**config.mk**
```make
export PLATFORM = sky130hd
export DESIGN_NAME = oaht_ctrl
export DESIGN_NICKNAME = d
export VERILOG_FILES = /design/src/design/oaht_pkg.sv /design/src/design/oaht_ctrl.sv
export SDC_FILE = /design/constraint.sdc
export NUM_CORES = 1
export LEC_CHECK = 0
export BUFFER_PORTS_ARGS = -buffer_cell sky130_fd_sc_hd__buf_2
export CAP_MARGIN = 40
export CORE_AREA = 2 2 39 41
export CTS_CLUSTER_SIZE = 30
export DETAILED_ROUTE_END_ITERATION = 6
export DIE_AREA = 0 0 41 43
export HOLD_SLACK_MARGIN = 0.06
export PLACE_DENSITY = 0.46
export SETUP_SLACK_MARGIN = 0.02
export SYNTH_ARGS = -nofsm -noshare
export SYNTH_HDL_FRONTEND = slang
export SYNTH_SLANG_ARGS = --single-unit
```
**constraint.sdc**
```tcl
create_clock -name clk -period 1.5 [get_ports clk]
set_input_delay 0.075 -clock clk [delete_from_list [all_inputs] [get_ports clk]]
set_output_delay 0.075 -clock clk [all_outputs]
set_load 0.02 [all_outputs]
```
**src/design/oaht_pkg.sv**
```systemverilog
// Package for the open-address hash table: payload structs, codes, widths.
// No dependencies.
`default_nettype none
package oaht_pkg;
    localparam int TABLE_DEPTH_DEF = 1024;
    localparam int SIZE_W          = 11;
    localparam int KEY_W           = 31;
    localparam int SLOT_W          = 10;
    localparam int CFG_IDX_W       = 1;
    localparam int CFG_DATA_W      = 11;

    localparam logic [CFG_IDX_W-1:0] REG_TABLE_SIZE = 1'b0;
    localparam logic [CFG_IDX_W-1:0] REG_PROBE_MODE = 1'b1;

    localparam logic [1:0] ST_OK   = 2'd0;
    localparam logic [1:0] ST_FULL = 2'd1;
    localparam logic [1:0] ST_ZERO = 2'd2;

    typedef struct packed {
        logic             req_type;
        logic [KEY_W-1:0] key;
    } req_t;

    typedef struct packed {
        logic [SLOT_W-1:0] slot;
        logic              found;
        logic [SIZE_W-1:0] probe_count;
        logic [1:0]        status;
    } rsp_t;

    // controller to datapath
    typedef struct packed {
        logic load;      // capture request, start divider
        logic div_step;  // one restoring division step
        logic div_next;  // latch home, start step division
        logic set_step;  // latch step
        logic rd;        // issue memory read at addr
        logic advance;   // move addr by step
        logic wr;        // write key at addr
    } cmd_t;

    // datapath to controller
    typedef struct packed {
        logic clearing;  // key store still being zeroed after reset
        logic zero_key;
        logic div_done;
        logic hit;       // read data decides
        logic exhausted; // count reached size
        logic is_search;
        logic dbl;
    } sts_t;
endpackage
`default_nettype wire

```
**src/design/oaht_ctrl.sv**
```systemverilog
// Controller state machine of the open-address hash table.
// Depends on oaht_pkg.
`default_nettype none
module oaht_ctrl (
    input  wire logic           clk,
    input  wire logic           rst_n,
    input  wire logic           in_valid,
    output logic                in_ready,
    input  wire logic           out_busy,
    output logic                out_load,
    output oaht_pkg::cmd_t      cmd,
    input  wire oaht_pkg::sts_t sts
);
    localparam logic [2:0] S_IDLE = 3'd0;
    localparam logic [2:0] S_DIVH = 3'd1;
    localparam logic [2:0] S_DIVS = 3'd2;
    localparam logic [2:0] S_RD   = 3'd3;
    localparam logic [2:0] S_CHK  = 3'd4;
    localparam logic [2:0] S_DONE = 3'd5;

    logic [2:0] state_reg, state_next;

    // Hold off input until the store clear finishes
    assign in_ready = (state_reg == S_IDLE) && !sts.clearing;

    // One request: one or two divisions, then read/check probes
    always_comb
    begin
        state_next = state_reg;
        cmd        = '0;
        out_load   = 1'b0;
        unique case (state_reg)
            S_IDLE:
            begin
                if (in_valid && !sts.clearing)
                begin
                    cmd.load   = 1'b1;
                    state_next = S_DIVH;
                end
            end
            S_DIVH:
            begin
                if (sts.zero_key)
                    state_next = S_DONE;
                else if (sts.div_done)
                begin
                    cmd.div_next = 1'b1;
                    state_next   = sts.dbl ? S_DIVS : S_RD;
                end
                else
                    cmd.div_step = 1'b1;
            end
            S_DIVS:
            begin
                if (sts.div_done)
                begin
                    cmd.set_step = 1'b1;
                    state_next   = S_RD;
                end
                else
                    cmd.div_step = 1'b1;
            end
            S_RD:
            begin
                cmd.rd     = 1'b1;
                state_next = S_CHK;
            end
            S_CHK:
            begin
                if (sts.hit)
                begin
                    cmd.wr     = !sts.is_search;
                    state_next = S_DONE;
                end
                else if (sts.exhausted)
                    state_next = S_DONE;
                else
                begin
                    cmd.advance = 1'b1;
                    state_next  = S_RD;
                end
            end
            S_DONE:
            begin
                if (!out_busy)
                begin
                    out_load   = 1'b1;
                    state_next = S_IDLE;
                end
            end
            default: state_next = S_IDLE;
        endcase
    end

    always_ff @(posedge clk or negedge rst_n)
    begin
        if (!rst_n)
            state_reg <= S_IDLE;
        else
            state_reg <= state_next;
    end
endmodule
`default_nettype wire

```
==> results.md, run 1 <==
- Area leader, netlist: dfrtp_1
- GRT Util Overall: between 10% and 20%
- 1st-pass router iterations: 4
- CP arrival: approximately 1.6 ns
- Final setup fails: 0
- Clk Latency, worst-skew pair: approximately 0.24 ns
- Via density: ~4.6
- Cells after DPL: between 60 and 70
- Die footprint: 1760 um^2
- Final period util: a little over nine tenths
- Syn_nets: 46
- RSZ-0062 raised after global routing: yes
- Cell Count, Final, Fillers Out: 80
- Number of flip-flops in the largest register: 3
- Post-Route Utilization: about 37%
- CTS Buf Count: 3
- Fin Hold WS: between 0.15 and 0.2 ns
- Clk sink count: 3
- Final-layout fill cell count: between 150 and 200
- Die H: about 43 um
- Final Net Count: 76
- CTS tree: yes
- Top cell type's share of synthesized area: between 20% and 30%
- DP Worst Slack: about 0.17 ns
- Port-buffer cells: 19
- Synth top area cells: dfrtp_1, nand2b_1, nor2_1, nor4_2, buf_6
- Initial Utilization: between 10% and 20%
- Vias: between 300 and 400
- Largest net degree at the start of global routing: 13
- Register bit count reported by yosys: 3
- Cells after Synth: 35
- Flop2flop setup slack: between 0.04 and 0.05 ns
- Layout cell share with drive strength beyond 1: between 50% and 60%
- Drt wl/cell: 11.4 um
- P&R area growth vs syn: 88.5%
- Buf/Inv on CP: 1
- Vias in the first global route: 321
- Tightest Pin Transition: approximately 0.29 ns
- R2R depth: 4
- VDD IR max: 540 uV
- DRC Markers: 0
- Core area: 1380 um^2
- Hold Crit Class: in -> async
- Worst path cell trace: buf_6 -> or3_1 -> a221o_1 -> o311ai_1
- HPWL after detailed placement: about 600 um
- LEAKAGE: 0.250 nW
- Final Hold Fails: 0
- Crit end category: flop
- I/O pin total: 20
- Setup TNS: 0 ns
- Worst setup path class: reg -> reg
- Setup WS post-layout: 0.0441 ns
- First-pass GRT wire length: 1.37 mm
- Grt total ovfl: 0
- Largest delay share family, worst path: compound AO/OA/AOI/OAI gates
- CP max FO: 6
- Max incr delay on CP: around 0.43 ns
- Mapped Avg Cell Area: just under 8 um^2
- R2R Path Start: state_reg[2]$_DFFE_PN0P_
- Startpoint Class: flop
- Post-Syn Area: approximately 270 um^2
- Distinct cell type count after synthesis: 23
- Post-Route WL: roughly 910 um
- Slowest cell on crit path: dfrtp_2
- Setup Skew: around 0.0053 ns
- Reg2reg end: state_reg[0]$_DFFE_PN0P_
- Detailed Route Iter0 Violations: 1
- Final Max Tran Viols: 0
- Relative slew margins: 80.3%
- Post-synthesis sequential area ratio: ~28%
- GP Congestion: 0.688
- Die Wd: approximately 40 um
- H-tree depth: 1
- Most common cell after layout, fill and taps aside: buf_2
- P per Cell Area: around 1800 nW/um^2
- # diodes: 0
- Fmax: 687 MHz
- WP data required: 1.61 ns
- Most frequent cells in the layout: buf_2, buf_4, nor2_1
- Reg clk slew, reported paths: 0.04 ns
- Floorplan row count: 14
- Tmin final: ~1.5 ns
- Initial antenna violation count: 0
- Detail Route Antenna Nets: 0
- Status: completed
- CTS max path bufs: 2
- Max Cap Viol: 0
- Root Driver: clkbuf_4
- YS warnings: 0
==> metal layers <==
| layer | share of wire (%) | wire length [um] | global-route usage, % |
|---|---|---|---|
| met3 | 3.6 | 33 | 2.09 |
| met4 | 0 | 0 | 4.00 |
| met2 | 52 | 472 | 15.9 |
| met5 | 0 | 0 | 0 |
| met1 | 44 | 403 | 15.1 |
==> stage by stage <==
| stage | total power, mW | area, um^2 |
|---|---|---|
| 4_1_cts | 0.773 | 434 |
| 5_1_grt | 1.02 | 512 |
| 3_3_place_gp | 0.577 | 384 |
| 2_1_floorplan | 0.497 | 284 |
| 6_report | 0.939 | 512 |
| 3_5_place_dp | 0.575 | 384 |
==> layout make-up <==
cell class              instances  area (um^2)  share of cell area [%]
inverters                       3         11.3                    2.20
clock buffers                   4         26.3                    5.13
multi-input cells              27          206                    40.3
flip-flops and latches          3         78.8                    15.4
repair buffers                 27          169                    33.0
well taps                      16         20.0                    3.91
==> worst register-to-register path: cells and delay by family, from the launching register on <==
family                 cells  cell delay [ns]
AO/OA/AOI/OAI              2             0.44
buffers and inverters      1             0.13
flip-flops                 1             0.43
AND/OR/NAND/NOR            1             0.33
==> report_power, final <==
group / switching [mW] / internal (mW) / total (mW)
logic: 0.268 / 0.294 / 0.562
clock network: 0.0462 / 0.100 / 0.146
registers: 0.102 / 0.129 / 0.231
total: 0.416 / 0.523 / 0.939
==> synth_stat cells <==
| cell type | instances |
|---|---|
| a21boi_0 | 1 |
| a21oi_1 | 2 |
| a221o_1 | 1 |
| a31oi_1 | 1 |
| and2_1 | 1 |
| buf_6 | 1 |
| clkbuf_1 | 1 |
| dfrtp_1 | 3 |
| inv_1 | 3 |
| nand2b_1 | 3 |
| nand3_1 | 2 |
| nor2_1 | 5 |
| nor2b_1 | 1 |
| nor3_1 | 1 |
| nor4_1 | 1 |
| nor4_2 | 1 |
| nor4b_1 | 1 |
| o21bai_1 | 1 |
| o22ai_1 | 1 |
| o311ai_1 | 1 |
| o31ai_1 | 1 |
| or2b_1 | 1 |
| or3_1 | 1 |
==> what timing repair did <==
item,4_1_cts,5_1_grt
pin swaps,0,4
gates resized for setup,3,10
setup endpoints to repair,2,5
hold buffers,1,0
buffers inserted,1,6
hold endpoints to repair,3,0
==> cells by family after synthesis <==
logic type,Yosys count,synth area share (%)
AO/OA/AOI/OAI,9,23.5
buffers and inverters,5,9.68
flip-flops,3,27.6
AND/OR/NAND/NOR,18,39.2
==> worst max path at each step <==
| stage | startpoint | end | slack, ns | cells past startpoint |
|---|---|---|---|---|
| after global placement | state_reg[2]$_DFFE_PN0P_ | state_reg[0]$_DFFE_PN0P_ | 0.18 | 3 |
| after detailed placement | state_reg[2]$_DFFE_PN0P_ | state_reg[0]$_DFFE_PN0P_ | 0.17 | 3 |
| after CTS | state_reg[2]$_DFFE_PN0P_ | cmd[0] | 0.02 | 3 |
| after global routing | state_reg[2]$_DFFE_PN0P_ | state_reg[0]$_DFFE_PN0P_ | -0.03 | 4 |
| final | state_reg[2]$_DFFE_PN0P_ | state_reg[0]$_DFFE_PN0P_ | 0.04 | 4 |
| after floorplan | state_reg[0]$_DFFE_PN0P_ | cmd[6] | -0.02 | 3 |
No activity file was read; power rests on OpenSTA's default activity.
==> inputs of run 2 (changes only) <==
--- a/config.mk
+++ b/config.mk
@@ -8,6 +8,7 @@
 export BUFFER_PORTS_ARGS = -buffer_cell sky130_fd_sc_hd__buf_2
 export CAP_MARGIN = 40
 export CORE_AREA = 2 2 39 41
+export CTS_BUF_LIST = sky130_fd_sc_hd__clkbuf_2 sky130_fd_sc_hd__clkbuf_4 sky130_fd_sc_hd__clkbuf_8
 export CTS_CLUSTER_SIZE = 30
 export DETAILED_ROUTE_END_ITERATION = 6
 export DIE_AREA = 0 0 41 43
==> results.md, run 2 (synthesis results as in run 1) <==
- # diodes: 0 (unchanged)
- Detail Route Antenna Nets: 0 (unchanged)
- Setup TNS: 0 ns (unchanged)
- Flop2flop setup slack: 0.04 ns (about the same)
- Status: completed
- CTS Buf Count: 3 (unchanged)
- Worst setup path class: reg -> reg
- GRT Util Overall: 11.0% (+0.20 points)
- Fin area: 484 um^2 (-5.4%)
- P per Cell Area: 1810 nW/um^2 (-1.6%)
- Most common cell after layout, fill and taps aside: buf_2
- Final Net Count: 73 (-3.9%)
- Reg clk slew, reported paths: 0.04 ns (about the same)
- Relative slew margins: 81.3% (+0.96 points)
- Tightest Pin Transition: 0.276 ns (-0.0142 ns)
- Setup WS post-layout: 0.0414 ns (-0.00272 ns)
- RSZ-0062 raised after global routing: yes
- Tmin final: 1.46 ns (+0.00272 ns)
- I/O pin total: 20 (unchanged)
- Detailed Route Iter0 Violations: 2 (+1)
- CTS tree: yes
- Largest net degree at the start of global routing: 13 (unchanged)
- Initial antenna violation count: 0 (unchanged)
- Vias: 353 (-3.6%)
- Placed Area: 384 um^2 (unchanged)
- GP Congestion: 0.688 (unchanged)
- First-pass GRT wire length: 1.38 mm (+0.51%)
- Vias in the first global route: 327 (+1.9%)
- Hold Crit Class: in -> async
- Floorplan row count: 14 (unchanged)
- H-tree depth: 1 (unchanged)
- Clk Latency, worst-skew pair: 0.24 ns (about the same)
- Via density: 4.58 (+0.21%)
- CP arrival: 1.58 ns (about the same)
- Initial Utilization: 19.6% (unchanged)
- Final Hold Fails: 0 (unchanged)
- Die Wd: 41 um (unchanged)
- Post-Route WL: 837 um (-7.9%)
- Fmax: 686 MHz (-0.19%)
- Setup Skew: 0.00375 ns (-0.00155 ns)
- WP data required: 1.62 ns (about the same)
- VDD IR max: 554 uV (+2.7%)
- Max Cap Viol: 0 (unchanged)
- LEAKAGE: 0.237 nW (-5.0%)
- Clk sink count: 3 (unchanged)
- Final Max Tran Viols: 0 (unchanged)
- Port-buffer cells: 19 (unchanged)
- CP max FO: 6 (unchanged)
- HPWL after detailed placement: 601 um (unchanged)
- 1st-pass router iterations: 4 (unchanged)
- Die footprint: 1760 um^2 (unchanged)
- DRC Markers: 0 (unchanged)
- Layout cell share with drive strength beyond 1: 57.4% (-0.44 points)
- Grt total ovfl: 0 (unchanged)
- CTS max path bufs: 2 (unchanged)
- Core area: 1380 um^2 (unchanged)
- Die H: 43 um (unchanged)
- P&R area growth vs syn: 78.3%
- Final setup fails: 0 (unchanged)
- DP Worst Slack: 0.171 ns (unchanged)
- Crit end category: flop
- Number of flip-flops in the largest register: 3 (unchanged)
- Startpoint Class: flop
- Final period util: 97.2% (+0.18 points)
- Root Driver: clkbuf_4
- Drt wl/cell: 10.9 um (-4.3%)
- Most frequent cells in the layout: buf_2, buf_4, nor2_1, clkbuf_4
[run 2: cell types whose count changed in the layout (fill, tap and decap cells not counted), sizes merged]
| cell | change |
|---|---|
| buf | -3 |
[run 2: path summary, 6_finish.rpt]
check / start / to / cells after the start
max in group asynchronous: rst_n / state_reg[2]$_DFFE_PN0P_ / 2
min reg2reg: state_reg[2]$_DFFE_PN0P_ / state_reg[1]$_DFFE_PN0P_ / 1
min in group clk: sts[2] / state_reg[1]$_DFFE_PN0P_ / 3
max reg2reg: state_reg[2]$_DFFE_PN0P_ / state_reg[0]$_DFFE_PN0P_ / 4
max: state_reg[2]$_DFFE_PN0P_ / state_reg[0]$_DFFE_PN0P_ / 4
min: rst_n / state_reg[1]$_DFFE_PN0P_ / 2
[run 2: per-stage QoR]
| step | util, % | hold slack (ns) | power [mW] | std cells |
|---|---|---|---|---|
| 2_1_floorplan | - | -0.221 | 0.497 | 35 |
| 3_3_place_gp | 27.8 | -0.127 | 0.577 | 68 |
| 3_5_place_dp | 27.8 | -0.123 | 0.575 | 68 |
| 4_1_cts | 32.2 | 0.159 | 0.810 | 75 |
| 5_1_grt | 35.0 | 0.164 | 0.951 | 77 |
| 6_report | 35.0 | 0.157 | 0.874 | 77 |
[run 2: worst max-delay path, cell delays in order (launching register included)]
cell and delay (ns):
dfrtp_2 0.44, buf_6 0.13, or3_1 0.33, a221o_1 0.34, o311ai_1 0.10
[run 2: what timing repair did]
item / 4_1_cts / 5_1_grt
hold endpoints to repair: 3 / 0
resized for setup: 3 / 7
buffers inserted: 2 / 2
hold buffers: 1 / 0
cloned: 0 / 0
endpoints found under the setup margin: 2 / 6
pin swaps: 0 / 2
[run 2: power breakdown]
part | switching [mW] | internal, mW
Clock | 0.0507 | 0.118
Combinational | 0.233 | 0.244
Sequential | 0.0989 | 0.129
[run 2: final cells by class]
| type | instances | area (um^2) |
|---|---|---|
| fillers | 161 | 900 |
| multi-input cells | 27 | 198 |
| repair buffers | 24 | 146 |
| flip-flops and latches | 3 | 78.8 |
| clock buffers | 4 | 30.0 |
| well taps | 16 | 20.0 |
| inverters | 3 | 11.3 |
[run 2: routing by layer]
| layer | vias to the layer above | GRT usage [%] | share of wire (%) |
|---|---|---|---|
| li1 | 180 | - | - |
| met1 | 165 | 14.1 | 46 |
| met2 | 8 | 16.6 | 50 |
| met3 | 0 | 2.09 | 3.0 |
| met4 | 0 | 6.00 | 0 |
| met5 | - | 0 | 0 |
